`src/hw/rtl/assert_macros.svh`:
```
// ----------------------------------------------------------------------------
// assert_macros.svh
// assertion macros shared by the rtl; compiled out when ASSERT_OFF is set
// ----------------------------------------------------------------------------
`ifndef ASSERT_MACROS_SVH
`define ASSERT_MACROS_SVH

`ifndef ASSERT_OFF
// condition holds at every clock edge out of reset
`define ASSERT_ALWAYS(label, clk, rst_n, cond) \
    label: assert property (@(posedge clk) disable iff (!rst_n) (cond)) \
        else $error("assertion failed");
// antecedent implies consequent in the same cycle
`define ASSERT_IMPLY(label, clk, rst_n, ante, cons) \
    label: assert property (@(posedge clk) disable iff (!rst_n) (ante) |-> (cons)) \
        else $error("assertion failed");
`else
`define ASSERT_ALWAYS(label, clk, rst_n, cond)
`define ASSERT_IMPLY(label, clk, rst_n, ante, cons)
`endif

`endif

```
`src/hw/rtl/sexl_pkg.sv`:
```
// ----------------------------------------------------------------------------
// sexl_pkg
// types, character codes and helpers of the s-expression lexer
// ----------------------------------------------------------------------------
package sexl_pkg;

    // default symbol length limit
    localparam int MAX_SYMBOL_LEN_DEF = 127;

    // result queue depth
    localparam int RQ_DEPTH = 4;

    // largest integer value
    localparam logic [30:0] NUM_MAX = 31'h7fff_ffff;

    // character codes
    localparam logic [7:0] CH_NUL    = 8'h00;
    localparam logic [7:0] CH_SPACE  = 8'h20;
    localparam logic [7:0] CH_TAB    = 8'h09;
    localparam logic [7:0] CH_CR     = 8'h0d;
    localparam logic [7:0] CH_LPAREN = 8'h28;
    localparam logic [7:0] CH_RPAREN = 8'h29;
    localparam logic [7:0] CH_DOT    = 8'h2e;
    localparam logic [7:0] CH_QUOTE  = 8'h27;
    localparam logic [7:0] CH_PLUS   = 8'h2b;
    localparam logic [7:0] CH_MINUS  = 8'h2d;
    localparam logic [7:0] CH_STAR   = 8'h2a;
    localparam logic [7:0] CH_SLASH  = 8'h2f;
    localparam logic [7:0] CH_ZERO   = 8'h30;
    localparam logic [7:0] CH_NINE   = 8'h39;
    localparam logic [7:0] CH_UC_A   = 8'h41;
    localparam logic [7:0] CH_UC_Z   = 8'h5a;
    localparam logic [7:0] CH_LC_A   = 8'h61;
    localparam logic [7:0] CH_LC_Z   = 8'h7a;

    typedef enum logic [1:0] {
        LEX_IDLE,
        LEX_NUMBER,
        LEX_SYMBOL,
        LEX_ERROR
    } t_lex_mode;

    typedef enum logic [3:0] {
        K_LPAREN  = 4'd0,
        K_RPAREN  = 4'd1,
        K_DOT     = 4'd2,
        K_QUOTE   = 4'd3,
        K_INTEGER = 4'd4,
        K_SYMCHAR = 4'd5,
        K_SYMEND  = 4'd6,
        K_END     = 4'd7,
        K_ERROR   = 4'd8
    } t_kind;

    typedef struct packed {
        t_kind       kind;
        logic [30:0] number_value;
        logic [7:0]  symbol_char;
        logic [6:0]  symbol_length;
        logic        last;
    } t_result;

    // build a result with last cleared
    function automatic t_result mk_res(t_kind kind, logic [30:0] num,
                                       logic [7:0] ch, logic [6:0] len);
        t_result r;
        r.kind          = kind;
        r.number_value  = num;
        r.symbol_char   = ch;
        r.symbol_length = len;
        r.last          = 1'b0;
        return r;
    endfunction

endpackage

```
`src/hw/rtl/sexl_in_if.sv`:
```
// ----------------------------------------------------------------------------
// sexl_in_if
// text byte channel of the s-expression lexer
// ----------------------------------------------------------------------------
interface sexl_in_if;
    logic       valid;
    logic       ready;
    logic [7:0] char_code;

    modport source (output valid, output char_code, input ready);
    modport sink   (input valid, input char_code, output ready);
endinterface

```
`src/hw/rtl/sexl_out_if.sv`:
```
// ----------------------------------------------------------------------------
// sexl_out_if
// token channel of the s-expression lexer
// ----------------------------------------------------------------------------
interface sexl_out_if;
    logic        valid;
    logic        ready;
    logic [3:0]  kind;
    logic [30:0] number_value;
    logic [7:0]  symbol_char;
    logic [6:0]  symbol_length;
    logic        last;

    modport source (output valid, output kind, output number_value,
                    output symbol_char, output symbol_length, output last,
                    input ready);
    modport sink   (input valid, input kind, input number_value,
                    input symbol_char, input symbol_length, input last,
                    output ready);
endinterface

```
`src/hw/rtl/sexpr_tokenizer_unit.sv`:
```
// ----------------------------------------------------------------------------
// sexpr_tokenizer_unit
// s-expression lexer: one text byte in, up to two token items out
// ----------------------------------------------------------------------------
// i_char carries one text byte per item; a zero byte ends the text.
// o_tok carries token items: kind, integer value, symbol byte or offending
// byte, symbol length and a last flag on the final item caused by a byte.
// Each accepted byte is lexed in the cycle it is taken, and its items are
// written into a four-entry result queue; o_tok shows the oldest queued item,
// so the first of them is shown in the next cycle if the queue was empty.
// Throughput is one byte per cycle while i_char.ready is high. A byte that
// closes a token and also emits an item of its own gives two items, which
// leave o_tok one after the other; the result queue absorbs this.
// i_char.ready is high while the result queue has room for two items, so
// a stalled receiver fills the queue and then holds off the input; nothing
// is lost or repeated.
// Reset empties the queue and returns the lexer to idle with the integer
// accumulator and symbol count cleared.
// ----------------------------------------------------------------------------
`include "assert_macros.svh"

module sexpr_tokenizer_unit #(
    parameter int MAX_SYMBOL_LEN = sexl_pkg::MAX_SYMBOL_LEN_DEF
) (
    input  logic              i_clk,
    input  logic              i_rst_n,
    sexl_in_if.sink           i_char,
    sexl_out_if.source        o_tok
);
    import sexl_pkg::*;

    localparam int CW = $clog2(MAX_SYMBOL_LEN + 1);
    localparam int PW = $clog2(RQ_DEPTH);
    localparam int QW = $clog2(RQ_DEPTH + 1);

    t_lex_mode        r_mode, n_mode;
    logic [30:0]      r_acc, n_acc;
    logic [CW-1:0]    r_sym_cnt, n_sym_cnt;

    t_result          r_queue [RQ_DEPTH];
    logic [PW-1:0]    r_wr_ptr, n_wr_ptr;
    logic [PW-1:0]    r_rd_ptr, n_rd_ptr;
    logic [QW-1:0]    r_count, n_count;

    logic             accept, pop;
    logic [7:0]       c;
    logic             is_digit, is_alpha, is_sign, is_space, is_symch;
    logic [34:0]      acc_x10;

    // idle-mode lexing of the current byte
    logic             idle_hit;
    t_result          idle_res;
    t_lex_mode        idle_mode;
    logic [30:0]      idle_acc;
    logic [CW-1:0]    idle_cnt;

    // results of this byte
    logic [1:0]       res_n;
    t_result          res_a, res_b;

    assign accept = i_char.valid && i_char.ready;
    assign pop    = o_tok.valid && o_tok.ready;
    assign c      = i_char.char_code;

    // character classes
    assign is_digit = c inside {[CH_ZERO:CH_NINE]};
    assign is_alpha = c inside {[CH_UC_A:CH_UC_Z], [CH_LC_A:CH_LC_Z]};
    assign is_sign  = c inside {CH_PLUS, CH_MINUS, CH_STAR, CH_SLASH};
    assign is_space = (c == CH_SPACE) || (c inside {[CH_TAB:CH_CR]});
    assign is_symch = is_alpha || is_digit || is_sign;

    // accumulator times ten plus digit, by shifts and adds
    assign acc_x10 = ({4'b0, r_acc} << 3) + ({4'b0, r_acc} << 1)
                   + {27'b0, c - CH_ZERO};

    // lexing from idle
    always_comb begin
        idle_hit  = 1'b0;
        idle_res  = mk_res(K_END, '0, '0, '0);
        idle_mode = LEX_IDLE;
        idle_acc  = '0;
        idle_cnt  = '0;
        if (c == CH_NUL) begin
            idle_hit = 1'b1;
        end else if (is_space) begin
            idle_hit = 1'b0;
        end else if (c == CH_LPAREN) begin
            idle_hit = 1'b1;
            idle_res = mk_res(K_LPAREN, '0, '0, '0);
        end else if (c == CH_RPAREN) begin
            idle_hit = 1'b1;
            idle_res = mk_res(K_RPAREN, '0, '0, '0);
        end else if (c == CH_DOT) begin
            idle_hit = 1'b1;
            idle_res = mk_res(K_DOT, '0, '0, '0);
        end else if (c == CH_QUOTE) begin
            idle_hit = 1'b1;
            idle_res = mk_res(K_QUOTE, '0, '0, '0);
        end else if (is_digit) begin
            idle_acc  = {27'b0, 4'(c - CH_ZERO)};
            idle_mode = LEX_NUMBER;
        end else if (is_alpha || is_sign) begin
            idle_hit  = 1'b1;
            idle_res  = mk_res(K_SYMCHAR, '0, c, '0);
            idle_cnt  = CW'(1);
            idle_mode = LEX_SYMBOL;
        end else begin
            idle_hit  = 1'b1;
            idle_res  = mk_res(K_ERROR, '0, c, '0);
            idle_mode = LEX_ERROR;
        end
    end

    // lexer state update and results of the byte
    always_comb begin
        n_mode    = r_mode;
        n_acc     = r_acc;
        n_sym_cnt = r_sym_cnt;
        res_n     = 2'd0;
        res_a     = idle_res;
        res_b     = idle_res;
        case (r_mode)
            LEX_NUMBER: begin
                if (is_digit) begin
                    n_acc = (acc_x10 > {4'b0, NUM_MAX}) ? NUM_MAX : acc_x10[30:0];
                end else begin
                    res_a     = mk_res(K_INTEGER, r_acc, '0, '0);
                    res_n     = idle_hit ? 2'd2 : 2'd1;
                    n_mode    = idle_mode;
                    n_acc     = idle_acc;
                    n_sym_cnt = idle_cnt;
                end
            end
            LEX_SYMBOL: begin
                if (is_symch) begin
                    res_n = 2'd1;
                    if (r_sym_cnt < CW'(MAX_SYMBOL_LEN)) begin
                        n_sym_cnt = r_sym_cnt + CW'(1);
                        res_a     = mk_res(K_SYMCHAR, '0, c, '0);
                    end else begin
                        n_sym_cnt = '0;
                        res_a     = mk_res(K_ERROR, '0, c, '0);
                        n_mode    = LEX_ERROR;
                    end
                end else begin
                    res_a     = mk_res(K_SYMEND, '0, '0, 7'(r_sym_cnt));
                    res_n     = idle_hit ? 2'd2 : 2'd1;
                    n_mode    = idle_mode;
                    n_acc     = idle_acc;
                    n_sym_cnt = idle_cnt;
                end
            end
            LEX_ERROR: begin
                if (c == CH_NUL) begin
                    res_a  = mk_res(K_END, '0, '0, '0);
                    res_n  = 2'd1;
                    n_mode = LEX_IDLE;
                end
            end
            default: begin
                res_n     = idle_hit ? 2'd1 : 2'd0;
                n_mode    = idle_mode;
                n_acc     = idle_acc;
                n_sym_cnt = idle_cnt;
            end
        endcase
        // mark the final item of this byte
        if (res_n == 2'd1) begin
            res_a.last = 1'b1;
        end
        res_b.last = 1'b1;
        if (!accept) begin
            n_mode    = r_mode;
            n_acc     = r_acc;
            n_sym_cnt = r_sym_cnt;
            res_n     = 2'd0;
        end
    end

    // result queue pointers and fill count
    always_comb begin
        n_wr_ptr = r_wr_ptr + PW'(res_n);
        n_rd_ptr = r_rd_ptr + PW'(pop);
        n_count  = r_count + QW'(res_n) - QW'(pop);
    end

    // control registers
    always_ff @(posedge i_clk) begin
        if (!i_rst_n) begin
            r_mode    <= LEX_IDLE;
            r_acc     <= '0;
            r_sym_cnt <= '0;
            r_wr_ptr  <= '0;
            r_rd_ptr  <= '0;
            r_count   <= '0;
        end else begin
            r_mode    <= n_mode;
            r_acc     <= n_acc;
            r_sym_cnt <= n_sym_cnt;
            r_wr_ptr  <= n_wr_ptr;
            r_rd_ptr  <= n_rd_ptr;
            r_count   <= n_count;
        end
    end

    // result queue storage
    always_ff @(posedge i_clk) begin
        if (res_n != 2'd0) begin
            r_queue[r_wr_ptr] <= res_a;
        end
        if (res_n == 2'd2) begin
            r_queue[r_wr_ptr + PW'(1)] <= res_b;
        end
    end

    // channel outputs
    assign i_char.ready        = (r_count <= QW'(RQ_DEPTH - 2));
    assign o_tok.valid         = (r_count != '0);
    assign o_tok.kind          = r_queue[r_rd_ptr].kind;
    assign o_tok.number_value  = r_queue[r_rd_ptr].number_value;
    assign o_tok.symbol_char   = r_queue[r_rd_ptr].symbol_char;
    assign o_tok.symbol_length = r_queue[r_rd_ptr].symbol_length;
    assign o_tok.last          = r_queue[r_rd_ptr].last;

    // checks
    `ASSERT_ALWAYS(a_queue_bound, i_clk, i_rst_n, r_count <= QW'(RQ_DEPTH))
    `ASSERT_IMPLY(a_acc_idle, i_clk, i_rst_n, r_mode != LEX_NUMBER, r_acc == '0)
    `ASSERT_IMPLY(a_cnt_number, i_clk, i_rst_n, r_mode == LEX_NUMBER, r_sym_cnt == '0)
    `ASSERT_IMPLY(a_cnt_symbol, i_clk, i_rst_n, r_mode == LEX_SYMBOL, r_sym_cnt != '0)

endmodule

```
`src/flat_wrapper.sv`:
```
// flat-port wrapper written by rule: the top's interface ports become plain ports
module sexpr_tokenizer_unit_flat import sexl_pkg::*;
#(
    parameter int MAX_SYMBOL_LEN = sexl_pkg::MAX_SYMBOL_LEN_DEF
)
  (i_clk, i_rst_n, i_char_valid, i_char_char_code, i_char_ready, o_tok_valid, o_tok_kind, o_tok_number_value, o_tok_symbol_char, o_tok_symbol_length, o_tok_last, o_tok_ready);
  sexl_in_if i_char_i ();
  sexl_out_if o_tok_i ();
  input  logic i_clk;
  input  logic i_rst_n;
  input wire logic [$bits(i_char_i.valid)-1:0] i_char_valid;
  input wire logic [$bits(i_char_i.char_code)-1:0] i_char_char_code;
  output wire logic [$bits(i_char_i.ready)-1:0] i_char_ready;
  output wire logic [$bits(o_tok_i.valid)-1:0] o_tok_valid;
  output wire logic [$bits(o_tok_i.kind)-1:0] o_tok_kind;
  output wire logic [$bits(o_tok_i.number_value)-1:0] o_tok_number_value;
  output wire logic [$bits(o_tok_i.symbol_char)-1:0] o_tok_symbol_char;
  output wire logic [$bits(o_tok_i.symbol_length)-1:0] o_tok_symbol_length;
  output wire logic [$bits(o_tok_i.last)-1:0] o_tok_last;
  input wire logic [$bits(o_tok_i.ready)-1:0] o_tok_ready;
  assign i_char_i.valid = i_char_valid;
  assign i_char_i.char_code = i_char_char_code;
  assign i_char_ready = i_char_i.ready;
  assign o_tok_valid = o_tok_i.valid;
  assign o_tok_kind = o_tok_i.kind;
  assign o_tok_number_value = o_tok_i.number_value;
  assign o_tok_symbol_char = o_tok_i.symbol_char;
  assign o_tok_symbol_length = o_tok_i.symbol_length;
  assign o_tok_last = o_tok_i.last;
  assign o_tok_i.ready = o_tok_ready;
  sexpr_tokenizer_unit #(.MAX_SYMBOL_LEN(MAX_SYMBOL_LEN)) u_core (.i_clk(i_clk), .i_rst_n(i_rst_n), .i_char(i_char_i), .o_tok(o_tok_i));
endmodule
```
`config.mk`:
```
export PLATFORM = sky130hd
export DESIGN_NAME = sexpr_tokenizer_unit_flat
export DESIGN_NICKNAME = d
export VERILOG_FILES = /design/src/hw/rtl/sexl_pkg.sv /design/src/hw/rtl/sexl_in_if.sv /design/src/hw/rtl/sexl_out_if.sv /design/src/hw/rtl/sexpr_tokenizer_unit.sv /design/src/flat_wrapper.sv
export VERILOG_INCLUDE_DIRS = /design/src /design/src/hw/rtl
export SDC_FILE = /design/constraint.sdc
export NUM_CORES = 1
export LEC_CHECK = 0
export BUFFER_PORTS_ARGS = -buffer_cell sky130_fd_sc_hd__buf_2
export CORE_MARGIN = 4
export CORE_UTILIZATION = 40
export CTS_CLUSTER_DIAMETER = 50
export DETAILED_ROUTE_END_ITERATION = 16
export GPL_TIMING_DRIVEN = 0
export PLACE_DENSITY = 0.54
export SETUP_SLACK_MARGIN = 0.1
export SYNTH_ARGS = -nofsm -noshare
export SYNTH_HDL_FRONTEND = slang
export SYNTH_SLANG_ARGS = --single-unit
```
`constraint.sdc`:
```
create_clock -name i_clk -period 4.6 [get_ports i_clk]
set_clock_uncertainty 0.2 [all_clocks]
set_input_delay 0.46 -clock i_clk [delete_from_list [all_inputs] [get_ports i_clk]]
set_output_delay 0.46 -clock i_clk [all_outputs]
set_load 0.05 [all_outputs]
```
Yosys cells after proc, flatten, opt, wreduce, memory -nomap -nowiden
Memory sizes are Yosys's and may differ from the RTL's. A register that Yosys moved wholly into a read port is not among the register bits.
Cells that the tools add are included.
- input port bits: 12
- word-level logic and storage cells: 133
- bits in writable memories: 204
- register bits after elaboration: 47
- memories kept: 1
- reductions and logical operators: 18
- multiplexer cells: 69
- eq/ne operators: 18
- bitwise gates (word level): 1
- $add $sub $neg: 9
- $lt $le $gt $ge: 11
- memories (memory ; depth ; width ; rd ports ; clocked after memory_dff ; write ports ; line ; source):
    u_core.r_queue ; 4 ; 51 ; 1 ; 1 ; 2 ; sexpr_tokenizer_unit.sv:40 ; t_result r_queue [RQ_DEPTH];
- operators by type and width (operator ; count):
    2-to-1 mux 51 bit ; 12
    2-to-1 mux 31 bit ; 9
    case mux 51 bit (3 select lines) ; 1
    case mux 31 bit (3 select lines) ; 1
    equality test 8 x 6 -> 1 bit, second input constant ; 9
    2-to-1 mux 7 bit ; 10
    adder 34 x 32 -> 35 bit ; 1
    adder 35 x 8 -> 35 bit ; 1
    > comparator 35 x 31 -> 1 bit, second input constant ; 1
    2-to-1 mux 2 bit ; 16
    case mux 7 bit (3 select lines) ; 1
    greater-or-equal comparator 8 x 7 -> 1 bit, second input constant ; 2
    less-or-equal comparator 8 x 7 -> 1 bit, second input constant ; 2
    2-to-1 mux 1 bit ; 16
    case mux 2 bit (3 select lines) ; 2
    greater-or-equal comparator 8 x 4 -> 1 bit, second input constant ; 1
    greater-or-equal comparator 8 x 6 -> 1 bit, second input constant ; 1
    less-or-equal comparator 8 x 4 -> 1 bit, second input constant ; 1
    less-or-equal comparator 8 x 6 -> 1 bit, second input constant ; 1
    logical NOT 8 bit ; 1
    subtractor 8 x 6 -> 8 bit, second input constant ; 1
    adder 7 x 1 -> 7 bit, second input constant ; 1
    less-than comparator 7 bit, second input constant ; 1
    equality test 2 bit, second input constant ; 3
    other kinds (19) ; 31

Longest topological paths before layout
- depth after elaboration: 16
- mapped depth: 16
- gate-level depth less buffers: 16

Worst setup path after synthesis
No wires, ideal clock.
- kind: input-to-reg
- start: input port i_char_char_code[4]
- end: register u_core.r_acc[29]
- arrival time: 3.479 ns
- stages on the path: 14
- buffers on the path: 0
- setup slack: 0.804 ns
- data required time: 4.283 ns
- cells stage by stage: inv_1 ha_1 inv_1 fa_1 inv_1 ha_1 o211ai_1 o211ai_1 nand4_1 a2111oi_0 o211ai_1 a21boi_0 o211ai_1 a22o_1
- longest elaborated chain between the ends: 8
- elaborated cells on any way between the ends: 40
- those cells by class: 2 x add/sub; 9 x order compare; 9 x eq/ne; 9 x mux; 11 x reduce/logical
- ends and longest elaborated chain (what ; line ; source):
    start, declared ; flat_wrapper.sv:12 ; input wire logic [$bits(i_char_i.char_code)-1:0] i_char_char_code;
    branches (longest 8 deep; another with adder 35 x 8 -> 35 bit) ; n/a ;
    end signal, assigned ; sexpr_tokenizer_unit.sv:198 ; r_acc <= n_acc;
    end, declared ; sexpr_tokenizer_unit.sv:37 ; logic [30:0] r_acc, n_acc;
Several ways; the timed one is not identified. The select of a mux whose other input is x is not followed.
A chain may end at the register's enable or synchronous reset.

Final worst setup path
- start: register u_core.r_acc[4]
- end: register u_core.r_acc[29]
- longest elaborated chain between the ends: 6
- ends and longest elaborated chain (what ; line ; source):
    adder 34 x 32 -> 35 bit (*) ; sexpr_tokenizer_unit.sv:73 ; assign acc_x10 = ({4'b0, r_acc} << 3) + ({4'b0, r_acc} << 1)
    adder 35 x 8 -> 35 bit (*) ; sexpr_tokenizer_unit.sv:74 ; + {27'b0, c - CH_ZERO};
    > comparator 35 x 31 -> 1 bit ; sexpr_tokenizer_unit.sv:125 ; n_acc = (acc_x10 > {4'b0, NUM_MAX}) ? NUM_MAX : acc_x10[30:0];
    2-to-1 mux 31 bit (*) ; sexpr_tokenizer_unit.sv:125 ;
    2-to-1 mux 31 bit (*) ; sexpr_tokenizer_unit.sv:124 ; if (is_digit) begin
    case mux 31 bit (3 select lines) (*) ; sexpr_tokenizer_unit.sv:122 ; case (r_mode)
Every way passes the cells marked *; elsewhere a longest branch is shown, timed or not.

==> flow_summary.toml <==
[clock_tree]
clkTransAtPathRegs_ns = 0.06
tritoncts = "built"
root_buffer = "clkbuf_16"
h-tree-depth = 1
clk-insertion-delay-late_ns = 0.55
cts_made_buffers = 30
cts_hold_repair.buffers = 0
cts.sinks = 251
cts_buffer_depth = 3

[critical_path]
path_class = "flip-flop to flip-flop"
crit_top_cell = "o211ai_1"
endpoint_kind = "flip-flop"
cp_num_buf_inv = 2
crit_family = "compound AO/OA/AOI/OAI gates"
arrival_ns = 4.41
cpMaxStageDelayCell = "a2111oi_1"
required_ns = 4.83
max_stage_delay_ns = 0.80
critPathLaunchType = "flip-flop"
path_max_fanout = 5
crit_path_cell_trace = "inv_1, fa_1, inv_1, ha_1, o211ai_1, o211ai_1, nand4_1, a2111oi_1, o211ai_1, a21boi_0, o211ai_1, a22o_1"

[place]
dp_cells = 1994
gp_congestion = 0.908
hpwl_um = 31400
port_buffers = 63

[synth]
synth_simple_gate_area_share_pct = 18.4
ys_ff_latch = 251
synth_top_family_by_area = "simple AND/OR/NAND/NOR gates"
synth_warnings = 0
synthDistinctLibCells = 78
synth_fp_nets = 1575
synthArstFlopShare_pct = 0
synthAdderAreaFrac_pct = 7.37
synth_ff_type = "dfxtp_1"
muxShareOfSynthArea_pct = 8.62
synthCells = 1488
syn_area_mm2 = 0.0134
synth_compound_area_share_pct = 18.0
ys_seq_area_share_pct = 40.9
synth_enable_flop_cells = 48
synth-xor-area-share_pct = 2.15
syn_avg_cell_area_um2 = 9.04

[drt]
num_vias = 11777
ant_nets = 0
wl_per_cell_um = 21.1
vias_per_cell = 5.75
drt-total-wl_um = 43200
firstDrtPassIters = 6
first_iter_violations = 1090
drc = 0

[power_and_ir_drop]
pwr-share-seq_pct = 37.4
p_switching_mw = 2.33
combPwrFrac_pct = 27.6
p_leak_nw = 5.76
swShare_pct = 35.6
peakVddDrop_mv = 0.227
intPower_mw = 4.20
power_density_mw_per_mm2 = 427
power_frac_clock_pct = 35.0

[job]
cap_violations = 0

[global_routing]
grt_max_degree = 15
antenna_found_initial = 0
grt_pass1_wl_um = 66900
grt_pass1_vias = 11356
grt_usage_pct = 23.2
overflow = 0

[finish]
areaGrowthSynthToFinish_pct = 13.8
layout_commonest_cell = "dfxtp_1"
n_antenna_cell = 0
nFillCells = 3323
final_cell_count_no_fill = 2049
layout_common_cells = "201 x dfxtp_1, 184 x nand2_1, 169 x nand3_1"
drive_above_1_share_pct = 13.7
nNetsFinal = 1671

[sta]
slew_violations = 0
slew_headroom_pct = 32.4
rsz0062_at_grt = "yes"
max_freq_ghz = 0.239
hold_ws_ns = 0.0375
setup_viol = 0
post-route-period-util_pct = 90.9
post-route-min-period_ns = 4.18
tightest_slew_ns = 1.01
hold_viol = 0

[status]
status = "completed"

[floorplanning]
dieArea_mm2 = 0.0366
num_rows = 66
design.core.area_mm2 = 0.0329
fp.dieW_um = 191
die_y_um = 191
initial_core_util_pct = 40.9
ioPinCount = 65

[min_path]
hold_path.class = "primary input to flip-flop"
==> Yosys cell counts (17+ instances only) <==
cell type,instances,area share (%)
a21oi_1,150,5.6
buf_2,28,1.0
clkbuf_1,65,1.8
dfxtp_1,203,30
edfxtp_1,48,11
ha_1,68,6.3
inv_1,41,1.1
mux4_2,51,8.5
nand2_1,184,5.1
nand3_1,169,6.3
nor2_1,81,2.3
o21ai_0,49,1.8
o21ai_1,59,2.2
o31ai_1,17,0.95
xnor2_1,18,1.2
==> sequential cells by signal (all words and copies together) (netlist names) <==
name,count
u_core.r_queue,204
u_core.r_acc,31
u_core.r_sym_cnt,7
u_core.r_count,3
u_core.r_mode,2
u_core.r_rd_ptr,2
u_core.r_wr_ptr,2
==> worst paths after layout <==
kind	slack, ns	to	from	cells past startpoint
worst min register to register	0.25	u_core.r_queue[0][5]	u_core.r_queue[0][5]	2
worst min-delay path	0.04	u_core.r_acc[2]	i_rst_n	2
worst max-delay path	0.42	u_core.r_acc[29]	u_core.r_acc[4]	12
worst max register to register	0.42	u_core.r_acc[29]	u_core.r_acc[4]	12
==> area by class of cell <==
class	instances	area [um^2]	area share, %
multi-input combinational	1089	7350	48.0
clock inverter	11	77.6	0.507
buffer	106	457	2.98
inverter	42	158	1.03
timing repair buffer	64	323	2.11
tap	442	553	3.61
clock buffer	44	880	5.75
sequential	251	5510	36.0
==> what timing repair did <==
| item | 4_1_cts | 5_1_grt |
|---|---|---|
| setup endpoints to repair | 19 | 23 |
| resized for setup | 1 | 7 |
| cloned | 0 | 0 |
| setup buffers | 0 | 0 |
| endpoints found under the hold margin | 0 | 0 |
==> metrics by stage <==
stage	setup TNS, ns	area (um^2)	worst slack, ns	total power, mW	utilization (%)
floorplan	0	13400	0.804	3.73	-
global placement	-7.56	14300	-0.407	4.28	43.5
detailed placement	-8.05	14300	-0.385	4.30	43.6
CTS	0	15300	0.142	6.58	46.5
global route	0	15300	0.0793	6.82	46.6
finish	0	15300	0.420	6.53	46.6
==> power groups by stage <==
stage / clock [mW] / combinational (mW) / sequential (mW)
2_1_floorplan: 0 / 1.26 / 2.47
3_3_place_gp: 0 / 1.80 / 2.48
3_5_place_dp: 0 / 1.81 / 2.49
4_1_cts: 2.32 / 1.82 / 2.44
5_1_grt: 2.43 / 1.94 / 2.45
6_report: 2.28 / 1.81 / 2.44
==> layer usage <==
layer,vias up,track usage [%],part of all wire (%)
met5,-,0,0
met4,0,5.50,2.2
met3,56,3.07,6.4
met2,363,36.6,45
met1,5723,34.0,47
li1,5635,-,-
==> worst reg2reg max path, delay by kind of cell, from the launching register on <==
| family | cells | cell delay, ns |
|---|---|---|
| AOI/OAI and AO/OA | 7 | 2.05 |
| adders and majority gates | 2 | 0.88 |
| buffers and inverters | 2 | 0.21 |
| DFF | 1 | 0.50 |
| and+or+nand+nor | 1 | 0.22 |
==> cell families (layout without fill, tap and decap cells) <==
kind of cell / count (synthesis) / in the layout
simple gates: 528 / 528
compound gates: 401 / 401
flops: 251 / 251
buf+inv: 148 / 267
fa+ha+maj: 75 / 75
mux: 52 / 52
xor+xnor: 33 / 33
(Power assumes the default switching activity.)
